File: src/hw/rtl/i2cm_pkg.sv
// shared types and constants for the i2c master bit sequencer
`timescale 1ns / 1ps

package i2cm_pkg;

   localparam int QUEUE_DEPTH = 2;
   localparam int PTR_W = (QUEUE_DEPTH > 1) ? $clog2(QUEUE_DEPTH) : 1;
   localparam int CNT_W = $clog2(QUEUE_DEPTH + 1);
   localparam int STEP_W = 5;
   localparam int BYTE_BITS = 8;
   localparam int BIT_W = 3;
   localparam int PHASE_W = 2;

   localparam logic [STEP_W-1:0] START_LAST = 5'd3;
   localparam logic [STEP_W-1:0] STOP_LAST = 5'd2;
   localparam logic [STEP_W-1:0] RECV_LAST = 5'd16;
   localparam logic [STEP_W-1:0] ACK_LAST = 5'd2;
   localparam logic [BIT_W-1:0] BIT_LAST = 3'd7;
   localparam logic [PHASE_W-1:0] PHASE_SDA = 2'd0;
   localparam logic [PHASE_W-1:0] PHASE_HIGH = 2'd1;
   localparam logic [PHASE_W-1:0] PHASE_LOW = 2'd2;

   typedef enum logic [2:0] {
      OP_START = 3'd0,
      OP_STOP  = 3'd1,
      OP_SEND  = 3'd2,
      OP_RECV  = 3'd3,
      OP_SACK  = 3'd4,
      OP_RACK  = 3'd5
   } op_type;

   typedef struct packed {
      op_type     op;
      logic [7:0] tx_byte;
      logic       ack_to_send;
      logic [7:0] line_bits;
   } cmd_type;

   typedef struct packed {
      logic full;
      logic head_valid;
   } q_status_type;

endpackage

File: src/hw/rtl/i2cm_front.sv
// command intake: classifies transfers and drops unused command codes
`timescale 1ns / 1ps

module i2cm_front (
   input  logic                  req_valid,
   output logic                  req_stall,
   input  logic [2:0]            req_func,
   input  logic [7:0]            req_tx_byte,
   input  logic                  req_ack_to_send,
   input  logic [7:0]            req_line_bits,
   input  i2cm_pkg::q_status_type q_status,
   output logic                  push,
   output i2cm_pkg::cmd_type     push_cmd
);
   import i2cm_pkg::*;

   logic known_op;

   always_comb begin
      known_op = req_func inside {[OP_START:OP_RACK]};
   end

   assign req_stall = q_status.full;
   assign push = req_valid && !q_status.full && known_op;

   always_comb begin
      push_cmd.op = op_type'(req_func);
      push_cmd.tx_byte = req_tx_byte;
      push_cmd.ack_to_send = req_ack_to_send;
      push_cmd.line_bits = req_line_bits;
   end

endmodule

File: src/hw/rtl/i2cm_queue.sv
// short command queue between intake and sequencer
`timescale 1ns / 1ps

module i2cm_queue (
   input  logic                   clock,
   input  logic                   reset,
   input  logic                   push,
   input  i2cm_pkg::cmd_type      push_cmd,
   input  logic                   pop,
   output i2cm_pkg::q_status_type q_status,
   output i2cm_pkg::cmd_type      head_cmd
);
   import i2cm_pkg::*;

   cmd_type          mem_ff [QUEUE_DEPTH];
   logic [PTR_W-1:0] wr_ptr_ff, wr_ptr_in;
   logic [PTR_W-1:0] rd_ptr_ff, rd_ptr_in;
   logic [CNT_W-1:0] count_ff, count_in;

   function automatic logic [PTR_W-1:0] next_ptr(input logic [PTR_W-1:0] p);
      return (p == PTR_W'(QUEUE_DEPTH - 1)) ? '0 : p + 1'b1;
   endfunction

   always_comb begin
      wr_ptr_in = push ? next_ptr(wr_ptr_ff) : wr_ptr_ff;
      rd_ptr_in = pop ? next_ptr(rd_ptr_ff) : rd_ptr_ff;
      case ({push, pop})
         2'b10:   count_in = count_ff + 1'b1;
         2'b01:   count_in = count_ff - 1'b1;
         default: count_in = count_ff;
      endcase
   end

   always_ff @(posedge clock) begin
      if (reset) begin
         wr_ptr_ff <= '0;
         rd_ptr_ff <= '0;
         count_ff <= '0;
      end else begin
         wr_ptr_ff <= wr_ptr_in;
         rd_ptr_ff <= rd_ptr_in;
         count_ff <= count_in;
      end
   end

   always_ff @(posedge clock) begin
      if (push) begin
         mem_ff[wr_ptr_ff] <= push_cmd;
      end
   end

   assign head_cmd = mem_ff[rd_ptr_ff];
   assign q_status.full = (count_ff == CNT_W'(QUEUE_DEPTH));
   assign q_status.head_valid = (count_ff != '0);

endmodule

File: src/hw/rtl/i2cm_back.sv
// pin step sequencer with registered result stage
`timescale 1ns / 1ps

module i2cm_back (
   input  logic                   clock,
   input  logic                   reset,
   input  i2cm_pkg::q_status_type q_status,
   input  i2cm_pkg::cmd_type      head_cmd,
   output logic                   pop,
   output logic                   rsp_valid,
   input  logic                   rsp_stall,
   output logic                   rsp_scl_level,
   output logic                   rsp_sda_level,
   output logic [7:0]             rsp_rx_byte,
   output logic                   rsp_rx_ack,
   output logic                   rsp_last_step
);
   import i2cm_pkg::*;

   logic               scl_drive_ff, scl_drive_in;
   logic               sda_drive_ff, sda_drive_in;
   logic [STEP_W-1:0]  step_ff, step_in;
   logic [BIT_W-1:0]   bit_ff, bit_in;
   logic [PHASE_W-1:0] phase_ff, phase_in;
   logic               rsp_valid_ff, rsp_valid_in;
   logic               rsp_scl_ff, rsp_sda_ff, rsp_rx_ack_ff, rsp_last_ff;
   logic [7:0]         rsp_rx_byte_ff;

   logic       advance;
   logic       is_last;
   logic [7:0] rx_byte;
   logic       rx_ack;

   assign advance = q_status.head_valid && (!rsp_valid_ff || !rsp_stall);
   assign pop = advance && is_last;

   // one pin step of the head command
   always_comb begin
      scl_drive_in = scl_drive_ff;
      sda_drive_in = sda_drive_ff;
      is_last = 1'b0;
      rx_byte = '0;
      rx_ack = 1'b0;
      case (head_cmd.op)
         OP_START: begin
            case (step_ff)
               5'd0:    sda_drive_in = 1'b1;
               5'd1:    scl_drive_in = 1'b1;
               5'd2:    sda_drive_in = 1'b0;
               default: scl_drive_in = 1'b0;
            endcase
            is_last = (step_ff == START_LAST);
         end
         OP_STOP: begin
            case (step_ff)
               5'd0:    sda_drive_in = 1'b0;
               5'd1:    scl_drive_in = 1'b1;
               default: sda_drive_in = 1'b1;
            endcase
            is_last = (step_ff == STOP_LAST);
         end
         OP_SEND: begin
            case (phase_ff)
               PHASE_SDA:  sda_drive_in = head_cmd.tx_byte[BIT_LAST - bit_ff];
               PHASE_HIGH: scl_drive_in = 1'b1;
               default:    scl_drive_in = 1'b0;
            endcase
            is_last = (bit_ff == BIT_LAST) && (phase_ff == PHASE_LOW);
         end
         OP_RECV: begin
            if (step_ff == '0) begin
               sda_drive_in = 1'b1;
            end else begin
               scl_drive_in = step_ff[0];
            end
            is_last = (step_ff == RECV_LAST);
            rx_byte = is_last ? head_cmd.line_bits : '0;
         end
         OP_SACK, OP_RACK: begin
            case (step_ff)
               5'd0:    sda_drive_in = (head_cmd.op == OP_SACK) ? head_cmd.ack_to_send : 1'b1;
               5'd1:    scl_drive_in = 1'b1;
               default: scl_drive_in = 1'b0;
            endcase
            is_last = (step_ff == ACK_LAST);
            rx_ack = is_last && (head_cmd.op == OP_RACK) && head_cmd.line_bits[7];
         end
         default: begin
            is_last = 1'b1;
         end
      endcase
   end

   always_comb begin
      step_in = step_ff;
      bit_in = bit_ff;
      phase_in = phase_ff;
      if (advance) begin
         if (is_last) begin
            step_in = '0;
            bit_in = '0;
            phase_in = PHASE_SDA;
         end else begin
            step_in = step_ff + 1'b1;
            if (phase_ff == PHASE_LOW) begin
               phase_in = PHASE_SDA;
               bit_in = bit_ff + 1'b1;
            end else begin
               phase_in = phase_ff + 1'b1;
            end
         end
      end
      if (advance) begin
         rsp_valid_in = 1'b1;
      end else if (!rsp_stall) begin
         rsp_valid_in = 1'b0;
      end else begin
         rsp_valid_in = rsp_valid_ff;
      end
   end

   always_ff @(posedge clock) begin
      if (reset) begin
         scl_drive_ff <= 1'b1;
         sda_drive_ff <= 1'b1;
         step_ff <= '0;
         bit_ff <= '0;
         phase_ff <= PHASE_SDA;
         rsp_valid_ff <= 1'b0;
      end else begin
         if (advance) begin
            scl_drive_ff <= scl_drive_in;
            sda_drive_ff <= sda_drive_in;
         end
         step_ff <= step_in;
         bit_ff <= bit_in;
         phase_ff <= phase_in;
         rsp_valid_ff <= rsp_valid_in;
      end
   end

   always_ff @(posedge clock) begin
      if (advance) begin
         rsp_scl_ff <= scl_drive_in;
         rsp_sda_ff <= sda_drive_in;
         rsp_rx_byte_ff <= rx_byte;
         rsp_rx_ack_ff <= rx_ack;
         rsp_last_ff <= is_last;
      end
   end

   assign rsp_valid = rsp_valid_ff;
   assign rsp_scl_level = rsp_scl_ff;
   assign rsp_sda_level = rsp_sda_ff;
   assign rsp_rx_byte = rsp_rx_byte_ff;
   assign rsp_rx_ack = rsp_rx_ack_ff;
   assign rsp_last_step = rsp_last_ff;

`ifndef SYNTHESIS
   a_rx_only_on_last: assert property (@(posedge clock) disable iff (reset)
      (rsp_valid && !rsp_last_step) |-> (rsp_rx_byte == '0) && !rsp_rx_ack)
      else $error("receive data outside last step");

   a_stop_releases: assert property (@(posedge clock) disable iff (reset)
      (advance && is_last && head_cmd.op == OP_STOP) |=> scl_drive_ff && sda_drive_ff)
      else $error("stop did not release bus");

   a_start_holds: assert property (@(posedge clock) disable iff (reset)
      (advance && is_last && head_cmd.op == OP_START) |=> !scl_drive_ff && !sda_drive_ff)
      else $error("start did not leave both lines low");

   a_counters_idle: assert property (@(posedge clock) disable iff (reset)
      pop |=> (step_ff == '0) && (bit_ff == '0) && (phase_ff == PHASE_SDA))
      else $error("step counters not cleared after command");
`endif

endmodule

File: src/hw/rtl/i2c_master_bit_sequencer_core.sv
// i2c master bit sequencer top level
// the first pin step of a command passes the command queue, then the registered result stage
// throughput: one pin step per cycle unless rsp_stall holds the result stage; a two-entry
// command queue takes the next command while the sequencer steps through the current one
// reset: synchronous, both lines released, queue and result stage empty
`timescale 1ns / 1ps

module i2c_master_bit_sequencer_core (
   input  logic       clock,
   input  logic       reset,
   input  logic       req_valid,
   output logic       req_stall,
   input  logic [2:0] req_func,
   input  logic [7:0] req_tx_byte,
   input  logic       req_ack_to_send,
   input  logic [7:0] req_line_bits,
   output logic       rsp_valid,
   input  logic       rsp_stall,
   output logic       rsp_scl_level,
   output logic       rsp_sda_level,
   output logic [7:0] rsp_rx_byte,
   output logic       rsp_rx_ack,
   output logic       rsp_last_step
);
   import i2cm_pkg::*;

   q_status_type q_status;
   cmd_type      push_cmd;
   cmd_type      head_cmd;
   logic         push;
   logic         pop;

   i2cm_front u_front (
      .req_valid       (req_valid),
      .req_stall       (req_stall),
      .req_func        (req_func),
      .req_tx_byte     (req_tx_byte),
      .req_ack_to_send (req_ack_to_send),
      .req_line_bits   (req_line_bits),
      .q_status        (q_status),
      .push            (push),
      .push_cmd        (push_cmd)
   );

   i2cm_queue u_queue (
      .clock    (clock),
      .reset    (reset),
      .push     (push),
      .push_cmd (push_cmd),
      .pop      (pop),
      .q_status (q_status),
      .head_cmd (head_cmd)
   );

   i2cm_back u_back (
      .clock         (clock),
      .reset         (reset),
      .q_status      (q_status),
      .head_cmd      (head_cmd),
      .pop           (pop),
      .rsp_valid     (rsp_valid),
      .rsp_stall     (rsp_stall),
      .rsp_scl_level (rsp_scl_level),
      .rsp_sda_level (rsp_sda_level),
      .rsp_rx_byte   (rsp_rx_byte),
      .rsp_rx_ack    (rsp_rx_ack),
      .rsp_last_step (rsp_last_step)
   );

endmodule

File: config.mk
export PLATFORM = sky130hd
export DESIGN_NAME = i2c_master_bit_sequencer_core
export DESIGN_NICKNAME = d
export VERILOG_FILES = /design/src/hw/rtl/i2cm_pkg.sv /design/src/hw/rtl/i2cm_front.sv /design/src/hw/rtl/i2cm_queue.sv /design/src/hw/rtl/i2cm_back.sv /design/src/hw/rtl/i2c_master_bit_sequencer_core.sv
export SDC_FILE = /design/constraint.sdc
export NUM_CORES = 1
export LEC_CHECK = 0
export BUFFER_PORTS_ARGS = -buffer_cell sky130_fd_sc_hd__buf_2
export CAP_MARGIN = 5
export CORE_MARGIN = 2
export CORE_UTILIZATION = 30
export CTS_CLUSTER_SIZE = 28
export DETAILED_ROUTE_END_ITERATION = 16
export GPL_TIMING_DRIVEN = 0
export PLACE_DENSITY = 0.59
export SLEW_MARGIN = 5
export SYNTH_ARGS = -nofsm -noshare
export SYNTH_HDL_FRONTEND = slang
export SYNTH_SLANG_ARGS = --single-unit
File: constraint.sdc
create_clock -name clock -period 2.44 [get_ports clock]
set_clock_uncertainty 0.2 [all_clocks]
set_input_delay 0.488 -clock clock [delete_from_list [all_inputs] [get_ports clock]]
set_output_delay 0.488 -clock clock [all_outputs]
set_load 0.02 [all_outputs]
# Word-level counts from Yosys, hierarchy flattened

Memory sizes are Yosys's and may differ from the RTL's. A register that Yosys moved wholly into a read port is not among the register bits.
Cells that the tools add are included.

Register bits: 29
Bits in writable memories: 40
Input port bits: 24
Output and inout bits: 14
Word-level logic and storage cells: 95
Memories kept: 1

Memories:

| memory         | words | bits a word | rd ports | clocked after Yosys merged registers in | wr ports | RTL line         | source |
|---|---|---|---|---|---|---|---|
| u_queue.mem_ff | 2     | 20          | 1        | 1                                       | 1        | i2cm_queue.sv:15 | `cmd_type mem_ff [QUEUE_DEPTH];` |

Add/subtract/negate cells: 8
$lt $le $gt $ge: 3
Equality and inequality tests: 16
Muxes and demuxes: 30
Reduce and logical (&&, ||, !) cells: 23

Operators by type and width:

| operator                                                               | number |
|---|---|
| 1-bit 2-to-1 mux                                                       | 15 |
| 5-bit by 2-bit equality test with 1-bit output (second input constant) | 2 |
| 1-bit one-hot mux with 2 select lines                                  | 5 |
| 1-bit one-hot mux with 5 select lines                                  | 2 |
| 3-bit equality test (second input constant)                            | 3 |
| 1-bit logical AND                                                      | 8 |
| 2-bit equality test (second input constant)                            | 3 |
| 3-bit by 2-bit equality test with 1-bit output (second input constant) | 2 |
| 3-bit 2-to-1 mux                                                       | 2 |
| 2-bit nonzero test                                                     | 3 |
| 5-bit by 1-bit adder with 5-bit output (second input constant)         | 1 |
| 5-bit by 1-bit equality test with 1-bit output (second input constant) | 1 |
| 5-bit equality test (second input constant)                            | 1 |
| 5-bit zero test                                                        | 1 |
| 5-bit 2-to-1 mux                                                       | 1 |
| 2-bit by 1-bit adder with 2-bit output (second input constant)         | 2 |
| 2-bit by 1-bit equality test with 1-bit output (second input constant) | 2 |
| 3-bit by 4-bit < comparator with 1-bit output (second input constant)  | 1 |
| 2-bit 2-to-1 mux                                                       | 2 |
| 1-bit one-hot mux with 4 select lines                                  | 1 |
| 2-bit one-hot mux with 2 select lines                                  | 1 |
| 2-bit AND reduction                                                    | 2 |
| 2-bit OR reduction                                                     | 2 |
| 3-bit by 1-bit adder with 3-bit output (second input constant)         | 1 |
| other kinds (13)                                                       | 16 |

# Longest topological paths before layout

Gate-level depths: netlist of the first run.

Depth after elaboration: 6
Depth in mapped cells: 10
Depth with buffers taken out: 10

# Hierarchy

From an unflattened synthesis of the first run, not the netlist that was laid out.

Cell total of the unflattened synthesis: 256
Area, all modules: 3253.1 um^2

Modules (own cells, without submodules):

| module     | instances | cells each | area an instance (um^2) | sequential area each (um^2) |
|---|---|---|---|---|
| i2cm_queue | 1         | 84         | 1644.1                  | 1301.2 |
| i2cm_back  | 1         | 149        | 1435.1                  | 620.6 |
| i2cm_front | 1         | 23         | 173.9                   | 0.0 |

# Worst setup path after synthesis of the first run

Ideal clock, no wire load.

Kind: register -> register
Start point: reg u_back.step_ff[0]
End point: reg u_queue.count_ff[1]
Setup time: 0.071 ns
Arrival: 2.383 ns
Required time: 2.169 ns
Slack: -0.213 ns
Cell stages (with the launch flop): 10
Path buffers: 0
Period minus slack after synthesis: 2.653 ns
Path through: dfxtp_1 inv_1 ha_1 or4bb_1 a21oi_1 o21ai_2 a21oi_4 ha_1 or3_1 a21oi_1

Longest elaborated chain between the ends: 5
Elaborated cells on any way between the ends: 9
Those cells by class: eq/ne (5); mux (2); reduce/logical (2)

Ends and longest elaborated chain:

| item                                                                                  | RTL line                            | source |
|---|---|---|
| start, declared                                                                       | i2cm_back.sv:22                     | `logic [STEP_W-1:0] step_ff, step_in;` |
| start signal, assigned                                                                | i2cm_back.sv:135                    | `step_ff <= step_in;` |
| 5-bit by 2-bit equality test with 1-bit output (tied with other cells)                | i2cm_back.sv:60, i2cm_back.sv:85    |  |
| 1-bit one-hot mux with 4 select lines (*)                                             | i2cm_back.sv:44                     | `case (head_cmd.op)` |
| 1-bit logical AND (*)                                                                 | i2cm_back.sv:35                     | `assign pop = advance && is_last;` |
| net pop                                                                               | i2c_master_bit_sequencer_core.sv:31 | `logic pop;` |
| 2-bit by 1-bit equality test with 1-bit output or 2-bit equality test (tied branches) | i2cm_queue.sv:27                    | `case ({push, pop})` |
| 2-bit one-hot mux with 2 select lines or 2-bit nonzero test (tied branches)           | -                                   |  |
| end signal, assigned                                                                  | i2cm_queue.sv:42                    | `count_ff <= count_in;` |
| end, declared                                                                         | i2cm_queue.sv:18                    | `logic [CNT_W-1:0] count_ff, count_in;` |

Mark *: on every way through the listed nets, which the timed path passes. The rest lies on a longest branch.
A chain may end at the register's enable or synchronous reset.

# Worst setup path after layout of the first run

Same ends and word-level chain as after synthesis.

==> run_results.csv, run 1 <==
group,metric,value,unit
min_path,hp-class,"in2reg",
min_path,min_path_cells,1,
worst_setup_path,reg2reg_depth,9,
placement,dp_hpwl,4210,um
placement,routabilityCongestion,0.810,
timing,fmax,408,MHz
worst_setup_path,reg2reg_slack,-0.01,ns
floorplan,die_y,105,um
worst_setup_path,reg2reg_to,"u_queue.count_ff[1]$_SDFFE_PP0P_",
worst_setup_path,end_kind,"register",
placement,dp_slack,-0.230,ns
timing,setup_violations,1,
worst_setup_path,crit_start,"u_back.step_ff[0]$_SDFFE_PP0P_",
final_layout,final_common_cell,"edfxtp_1",
timing,hold_viol,0,
placement,io_buffers,37,
routing,wl,6030,um
timing,drv_slew,0,
global_route,first_global_vias,2017,
outcome,status,"finished with violations",
power,vdd_drop_max,0.428,mV
logic_synthesis,syn_inst,234,
global_route,grtUsageTotal,0.118,
worst_setup_path,r2r_start,"u_back.step_ff[0]$_SDFFE_PP0P_",
logic_synthesis,ys_types,53,
routing,first_iter_violations,122,
logic_synthesis,ys_ff_latch,70,
min_path,min_to,"u_queue.mem_ff[0][13]$_DFFE_PP_",
timing,post-route-min-period,2.45,ns
final_layout,n_antenna_cell,0,
clocking,numCtsBuffers,9,
clocking,cts_root_buf,"clkbuf_8",
floorplan,ios,38,
worst_setup_path,cp_max_fo,5,
timing,period_share,1.00,
global_route,grt_max_degree,20,
logic_synthesis,dominantRegCellSynth,"edfxtp_1",
floorplan,start_util,0.311,
routing,drcViolationCount,0,
worst_setup_path,arrival,2.53,ns
power,finalPower,0.00382,W
routing,dr.pass1.iters,4,
floorplan,die-area,11100,um2
global_route,grt_overflow_total,0,
logic_synthesis,syn_area,3070,um2
final_layout,drive_gt1_frac,0.323,
flow_run,maxCapViolCount,0,
timing,worst_pin_slew,0.723,ns
routing,vias,2047,
floorplan,die_w,105,um
final_layout,layout_common_cells,"edfxtp_1, buf_2, nor2_1, dfxtp_1, mux2i_1",
routing,ant_nets,0,
power,p_leak,1.33,nW
logic_synthesis,async_reset_ff_frac,0,
min_path,hold_start,"req_tx_byte[4]",
clocking,clk-insertion-delay-late,0.34,ns
logic_synthesis,yosysSeqAreaShare,0.626,
routing,drt-wirelength-per-cell,14.0,um
floorplan,rows,36,
logic_synthesis,synth_edf_count,52,
floorplan,coreArea,9860,um2
routing,via_per_inst,4.76,
final_layout,fin_nets,323,
worst_setup_path,startpoint_type,"register",
timing,rsz0062_at_grt,"true",
clocking,htreeDepth,3,
logic_synthesis,synth_area_per_cell,13.1,um2
worst_setup_path,required,2.52,ns
final_layout,utilization,0.387,
timing,slew_headroom,0.511,
final_layout,syn_to_final_growth,24.5,%
clocking,clock_sinks,70,
clocking,clk_pin_slew,0.08,ns
clocking,tritoncts,"built",
worst_setup_path,crit_type,"reg2reg",
clocking,clk_path_buf_depth,2,
global_route,antenna_found_initial,0,
power,power_density,999,nW/um2
outcome,failed_checks,"setup timing",
global_route,grt_pass1_wl,10000,um
logic_synthesis,syn-num-nets,265,
logic_synthesis,synth-warning-count,0,
timing,setup_slack,-0.0115,ns
## what timing repair did
action | 4_1_cts | 5_1_grt
setup endpoints to repair | 3 | 7
buffers inserted | 2 | 7
gates resized for setup | 4 | 14
hold buffers | 0 | 0
pin swaps | 3 | 6
## per-stage QoR
step | std cells | area (um2) | TNS [ns] | hold WS (ns)
after floorplan | 234 | 3110 | -0.0196 | 0.282
after global placement | 404 | 3460 | -19.48 | 0.315
after detailed placement | 406 | 3500 | -0.439 | 0.314
after CTS | 424 | 3720 | -0.0422 | 0.107
after global routing | 430 | 3820 | -0.338 | 0.0958
final | 430 | 3820 | -0.0115 | 0.130
## logic make-up (layout without fill, tap and decap cells)
kind of cell	count (synthesis)	after routing	synth area share
AO/OA/AOI/OAI	40	40	0.0938
AND/OR/NAND/NOR	74	74	0.124
flip-flops	70	70	0.626
XOR/XNOR	7	7	0.0200
buffers and inverters	14	77	0.0192
adder cells (fa/ha/maj)	7	7	0.0285
multiplexers	22	22	0.0877
## Yosys cell counts (all sizes together) (2+ instances only)
master    n  area [um2]
edfxtp   52        1560
nor2     24        90.1
dfxtp    18         360
mux2i    13         134
nor3     13        65.1
a21oi    10        61.3
nand2    10        37.5
o21ai     9        60.1
ha        7        87.6
inv       7        26.3
mux2      6        67.6
nand2b    5        31.3
buf       4        21.3
xor2      4        35.0
a21o      3        23.8
a31oi     3        18.8
mux4      3        67.6
nand4     3        18.8
or3       3        18.8
xnor2     3        26.3
a211oi    2        15.0
a32oi     2        17.5
and3      2        12.5
clkbuf    2        7.51
nor2b     2        12.5
nor3b     2        15.0
nor4b     2        17.5
o221ai    2        17.5
o2bb2ai   2        17.5
o31ai     2        15.0
## flip-flops by register name, summed over array words and instances, names as in the netlist, named ones only
| name | count |
|---|---|
| u_back.rsp_last_step | 1 |
| u_back.scl_drive_ff | 1 |
| u_back.rsp_rx_ack | 1 |
| u_back.step_ff | 5 |
| u_queue.rd_ptr_ff | 1 |
| u_queue.mem_ff | 40 |
| u_back.rsp_rx_byte | 8 |
| u_back.phase_ff | 2 |
| u_back.bit_ff | 3 |
| u_queue.count_ff | 2 |
| u_back.rsp_valid | 1 |
| u_back.sda_drive_ff | 1 |
| u_queue.wr_ptr_ff | 1 |
| u_back.rsp_scl_level | 1 |
| u_back.rsp_sda_level | 1 |
## layer usage
layer / routed length [um] / GRT usage / vias to the layer above
met5: 0 / 0 / -
met4: 70 / 0.0514 / 0
met1: 2830 / 0.147 / 996
met2: 2900 / 0.189 / 41
li1: - / - / 1003
met3: 223 / 0.0349 / 7
## worst max-delay path by stage
stage	endpoint	slack, ns	cells past startpoint
after floorplan	u_queue.count_ff[1]$_SDFFE_PP0P_	-0.02	10
after global placement	u_queue.mem_ff[0][4]$_DFFE_PP_	-0.48	4
after detailed placement	u_queue.count_ff[1]$_SDFFE_PP0P_	-0.23	10
after CTS	u_queue.count_ff[1]$_SDFFE_PP0P_	-0.04	10
after global routing	u_queue.count_ff[1]$_SDFFE_PP0P_	-0.11	9
final	u_queue.count_ff[1]$_SDFFE_PP0P_	-0.01	9
## where the power goes
group          total (W)  switching [W]  internal, W  leakage, nW
clock           0.000920       0.000447     0.000473       0.0895
sequential       0.00167       0.000119      0.00155        0.636
combinational    0.00123       0.000719     0.000512        0.607
## cell type report
class,count,area [um2]
Buffer,6,37.5
Multi-Input combinational cell,150,1170
Clock buffer,9,124
Fill cell,939,6050
Inverter,8,32.5
Tap cell,133,166
Clock inverter,7,73.8
Timing Repair Buffer,47,275
Sequential cell,70,1940
## worst max-delay path: stages (launching register included)
cell	delay (ns)
dfxtp_4	0.36
inv_4	0.06
ha_4	0.15
or4bb_4	0.48
a21oi_4	0.15
o21ai_4	0.08
a21oi_4	0.20
ha_4	0.22
or3_4	0.36
a21oi_2	0.11
Power figures use the tool's default switching activity.
==> run 2, diff against run 1 <==
--- a/config.mk
+++ b/config.mk
@@ -5,7 +5,7 @@
 export SDC_FILE = /design/constraint.sdc
 export NUM_CORES = 1
 export LEC_CHECK = 0
-export BUFFER_PORTS_ARGS = -buffer_cell sky130_fd_sc_hd__buf_2
+export BUFFER_PORTS_ARGS = -buffer_cell sky130_fd_sc_hd__buf_4
 export CAP_MARGIN = 5
 export CORE_MARGIN = 2
 export CORE_UTILIZATION = 30
==> run 2 against run 1 <==
  * The flow still finishes with violations (setup timing)
  * Power increased by 2.2%
  * Count of clock-buffer cells in the layout increased by 1
  * Sequential power about the same
  * Wire length up 1.9%
  * Core utilization increased by 1.2 points
  * Critical path depth unchanged
  * Sequential cell count unchanged
  * Sequential share of layout area shrank 1.5 points
  * Critical endpoint unchanged
  * Largest power group unchanged
  * Highest routed layer unchanged
==> run_results.csv, run 2 (synthesis gave the netlist of run 1 again) <==
group,metric,value,unit
outcome,status,"finished with violations",
outcome,failed_checks,"setup timing",
floorplan,start_util,0.311,
min_path,min_path_cells,1,
global_route,first_global_vias,1983,
final_layout,syn_to_final_growth,28.2,%
timing,fmax,409,MHz
placement,io_buffers,37,
timing,setup_slack,-0.00215,ns
final_layout,final_common_cell,"edfxtp_1",
clocking,numCtsBuffers,9,
power,finalPower,0.00390,W
floorplan,die-area,11100,um2
final_layout,layout_common_cells,"edfxtp_1, buf_4, nor2_1, dfxtp_1",
clocking,clk_path_buf_depth,2,
placement,routabilityCongestion,0.828,
worst_setup_path,path_cells,"inv_4, ha_4, or4bb_4, a21oi_4, o21ai_4, a21oi_4, ha_4, or3_1, a21oi_1",
global_route,grt_max_degree,20,
global_route,grtUsageTotal,0.116,
clocking,cts_root_buf,"clkbuf_8",
final_layout,largest_register_ffs,40,
placement,dp_hpwl,4290,um
placement,dpl_cell_area,3610,um2
timing,hold_viol,0,
timing,period_share,1.00,
routing,ant_nets,0,
flow_run,maxCapViolCount,0,
final_layout,postLayoutCellArea,3930,um2
timing,slew_headroom,0.588,
routing,wl,6140,um
min_path,hp-class,"in2reg",
worst_setup_path,cp_max_fo,5,
routing,dr.pass1.iters,4,
clocking,htreeDepth,3,
floorplan,ios,38,
floorplan,die_y,105,um
clocking,clk_pin_slew,0.08,ns
final_layout,fin_nets,324,
power,vdd_drop_max,0.410,mV
worst_setup_path,reg2reg_slack,-0.002,ns
worst_setup_path,cpPeakStageDelay,0.48,ns
global_route,antenna_found_initial,0,
clocking,tritoncts,"built",
floorplan,die_w,105,um
timing,worst_pin_slew,0.610,ns
floorplan,coreArea,9860,um2
power,power_density,992,nW/um2
routing,drt-wirelength-per-cell,14.3,um
final_layout,regMostFlops,"u_queue.mem_ff",
clocking,clk-insertion-delay-late,0.34,ns
timing,drv_slew,0,
routing,via_per_inst,4.69,
clocking,cts_hold_buf,0,
global_route,grt_overflow_total,0,
worst_setup_path,critPathSlowestCell,"or4bb_4",
timing,setup_violations,1,
worst_setup_path,required,2.52,ns
power,p_leak,1.38,nW
global_route,grt_pass1_wl,9770,um
timing,rsz0062_at_grt,"true",
worst_setup_path,crit_type,"reg2reg",
clocking,clock_sinks,70,
final_layout,n_antenna_cell,0,
routing,first_iter_violations,88,
routing,vias,2021,
worst_setup_path,end_kind,"register",
floorplan,rows,36,
final_layout,drive_gt1_frac,0.315,
timing,fin_tns_setup,-0.00215,ns
worst_setup_path,startpoint_type,"register",
worst_setup_path,arrival,2.52,ns
timing,post-route-min-period,2.44,ns
worst_setup_path,reg2reg_depth,9,
routing,drcViolationCount,0,
-- run 2: metrics by stage --
stage,util,cells,setup WS [ns],hold WS (ns)
floorplan,-,234,-0.0196,0.282
global placement,0.360,404,-0.494,0.310
detailed placement,0.366,406,-0.250,0.309
CTS,0.388,424,-0.0554,0.105
global route,0.399,431,-0.0676,0.101
finish,0.399,431,-0.00215,0.120
-- run 2: critical path, delay by kind of cell, from the launching register on --
| family | cells | cell delay, ns |
|---|---|---|
| flip-flops | 1 | 0.37 |
| AND/OR/NAND/NOR | 2 | 0.82 |
| adder cells (fa/ha/maj) | 2 | 0.35 |
| AO/OA/AOI/OAI | 4 | 0.56 |
| buffers and inverters | 1 | 0.06 |
-- run 2: repair_timing --
item                                    4_1_cts  5_1_grt
gates resized for setup                       5       12
pin swaps                                     3        8
endpoints found under the setup margin        4        4
buffers inserted                              2        7
-- run 2: routing by layer --
metal / part of all wire / track usage / vias to the layer above
met5: 0 / 0 / -
met3: 0.041 / 0.0356 / 8
met1: 0.45 / 0.148 / 969
met2: 0.50 / 0.183 / 39
met4: 0.014 / 0.0486 / 0
li1: - / - / 1005
-- run 2: power by group --
group | leakage, nW | internal, W | total (W) | switching (W)
combinational | 0.651 | 0.000598 | 0.00132 | 0.000725
sequential | 0.636 | 0.00155 | 0.00168 | 0.000134
clock | 0.0899 | 0.000468 | 0.000896 | 0.000428
total | 1.38 | 0.00261 | 0.00390 | 0.00129
-- run 2: path summary, 6_finish.rpt --
path	startpoint	to
worst max register to register	u_back.step_ff[1]$_SDFFE_PP0P_	u_queue.count_ff[1]$_SDFFE_PP0P_
worst max-delay path	u_back.step_ff[1]$_SDFFE_PP0P_	u_queue.count_ff[1]$_SDFFE_PP0P_
worst min register to register	u_back.bit_ff[2]$_SDFFE_PP0P_	u_back.bit_ff[2]$_SDFFE_PP0P_
worst min-delay path	req_tx_byte[5]	u_queue.mem_ff[0][14]$_DFFE_PP_
-- run 2: area by class of cell --
cell class                      instances  area [um2]
Buffer                                  6        37.5
Clock buffer                           10         128
Clock inverter                          6        62.6
Fill cell                             950        5930
Inverter                                8        36.3
Multi-Input combinational cell        150        1170
Sequential cell                        70        1940
Tap cell                              133         166
Timing Repair Buffer                   48         400
==> run 3, diff against run 2 <==
--- a/config.mk
+++ b/config.mk
@@ -9,6 +9,7 @@
 export CAP_MARGIN = 5
 export CORE_MARGIN = 2
 export CORE_UTILIZATION = 30
+export CTS_BUF_LIST = sky130_fd_sc_hd__clkbuf_16
 export CTS_CLUSTER_SIZE = 28
 export DETAILED_ROUTE_END_ITERATION = 16
 export GPL_TIMING_DRIVEN = 0
==> run 3 against run 2 <==
  * The flow still finishes with violations (setup timing)
  * Critical path type unchanged
  * Global-route usage increased by 0.053 points
  * Non-clock buffer count stayed put
  * Cell count unchanged
  * Largest cell class unchanged
==> run_results.csv, run 3 (synthesis gave the netlist of run 1 again) <==
group,metric,value,unit
outcome,status,"finished with violations",
outcome,failed_checks,"setup timing",
worst_setup_path,cp_max_fo,4,
placement,placed_cells,406,
final_layout,fin_nets,324,
routing,first_iter_violations,103,
power,power_density,1060,nW/um2
routing,highest_layer,"met4",
routing,via_per_inst,4.74,
final_layout,regMostFlops,"u_queue.mem_ff",
final_layout,final_common_cell,"edfxtp_1",
global_route,grt_overflow_total,0,
worst_setup_path,critPathSlowestCell,"or4bb_4",
placement,io_buffers,37,
clocking,clock_sinks,70,
worst_setup_path,end_kind,"register",
power,finalPower,0.00426,W
routing,drt-wirelength-per-cell,14.5,um
routing,drcViolationCount,0,
routing,wl,6260,um
clocking,numCtsBuffers,9,
placement,routabilityCongestion,0.828,
floorplan,die-area,11100,um2
final_layout,utilization,0.409,
clocking,cts_hold_buf,0,
global_route,grt_pass1_wl,9790,um
worst_setup_path,startpoint_type,"register",
timing,setup_violations,1,
final_layout,n_antenna_cell,0,
final_layout,syn_to_final_growth,31.5,%
worst_setup_path,required,2.50,ns
min_path,hp-class,"in2reg",
routing,wl_met2,3100,um
global_route,grt_max_degree,20,
routing,vias,2042,
timing,rsz0062_at_grt,"true",
global_route,first_global_vias,1979,
routing,met3_length,272,um
clocking,cts_root_buf,"clkbuf_16",
timing,drv_slew,0,
timing,worst_pin_slew,0.623,ns
floorplan,coreArea,9860,um2
power,vdd_drop_max,0.466,mV
floorplan,die_w,105,um
global_route,grtUsageTotal,0.117,
worst_setup_path,cpPeakStageDelay,0.48,ns
timing,period_share,1.00,
final_layout,postLayoutCellArea,4030,um2
worst_setup_path,crit_type,"reg2reg",
timing,hold_viol,0,
worst_setup_path,crit_family,"simple AND/OR/NAND/NOR gates",
global_route,antenna_found_initial,0,
floorplan,die_y,105,um
floorplan,ios,38,
clocking,clk-insertion-delay-late,0.33,ns
flow_run,maxCapViolCount,0,
timing,setup_slack,-0.00777,ns
final_layout,drive_gt1_frac,0.315,
timing,fmax,409,MHz
worst_setup_path,crit_buf_inv,1,
floorplan,rows,36,
floorplan,start_util,0.311,
timing,hold_ws,0.135,ns
placement,dpl_cell_area,3610,um2
routing,dr.pass1.iters,4,
power,p_leak,1.43,nW
routing,met1_length,2780,um
placement,dp_hpwl,4290,um
worst_setup_path,arrival,2.51,ns
routing,ant_nets,0,
final_layout,fin_cells,431,
timing,slew_headroom,0.579,
clocking,clk_pin_slew,0.06,ns
clocking,tritoncts,"built",
worst_setup_path,path_cells,"inv_4, ha_4, or4bb_4, a21oi_4, o21ai_4, a21oi_4, ha_4, or3_1, a21oi_1",
clocking,htreeDepth,3,
timing,post-route-min-period,2.45,ns
clocking,clk_path_buf_depth,2,
final_layout,layout_common_cells,"edfxtp_1, buf_4, nor2_1, dfxtp_1",
final_layout,largest_register_ffs,40,
## run 3: cell types whose count changed in the layout (fill, tap and decap cells not counted)
cell / before / now
clkbuf_1: 3 / 2
clkbuf_16: 0 / 9
clkbuf_8: 9 / 0
inv_1: 5 / 6
## run 3: where the power goes
| group | switching (W) | internal, W | total [W] |
|---|---|---|---|
| sequential | 0.000137 | 0.00155 | 0.00169 |
| clock | 0.000475 | 0.000782 | 0.00126 |
| combinational | 0.000725 | 0.000592 | 0.00132 |
| total | 0.00134 | 0.00293 | 0.00426 |
## run 3: final timing paths
kind / start / slack, ns / cells past startpoint / to
max: u_back.step_ff[0]$_SDFFE_PP0P_ / -0.008 / 9 / u_queue.count_ff[1]$_SDFFE_PP0P_
min: req_tx_byte[5] / 0.14 / 1 / u_queue.mem_ff[0][14]$_DFFE_PP_
max reg2reg: u_back.step_ff[0]$_SDFFE_PP0P_ / -0.008 / 9 / u_queue.count_ff[1]$_SDFFE_PP0P_
min reg2reg: u_back.bit_ff[2]$_SDFFE_PP0P_ / 0.33 / 2 / u_back.bit_ff[2]$_SDFFE_PP0P_
## run 3: per-stage QoR
| stage | setup slack (ns) | setup TNS, ns |
|---|---|---|
| after global placement | -0.494 | -19.95 |
| final | -0.00777 | -0.00777 |
| after global routing | -0.0725 | -0.142 |
| after detailed placement | -0.250 | -0.484 |
| after floorplan | -0.0196 | -0.0196 |
| after CTS | -0.0533 | -0.0533 |
## run 3: final cells by class
class	instances	area, um2
multi-input cells	150	1170
clock buffers	9	225
plain buffers	6	37.5
flip-flops and latches	70	1940
well taps	133	166
clock inverters	7	66.3
repair buffers	48	400
fillers	933	5830
inverters	8	36.3
## run 3: repair_timing
item | CTS | global route
resized for setup | 5 | 12
setup endpoints to repair | 4 | 4
pin swaps | 3 | 8
buffers inserted | 2 | 7
cloned | 0 | 0
## run 3: per-layer routing
metal | track usage | vias to the layer above
met5 | 0 | -
met4 | 0.0486 | 0
met3 | 0.0374 | 9
met2 | 0.183 | 48
met1 | 0.148 | 977
li1 | - | 1008
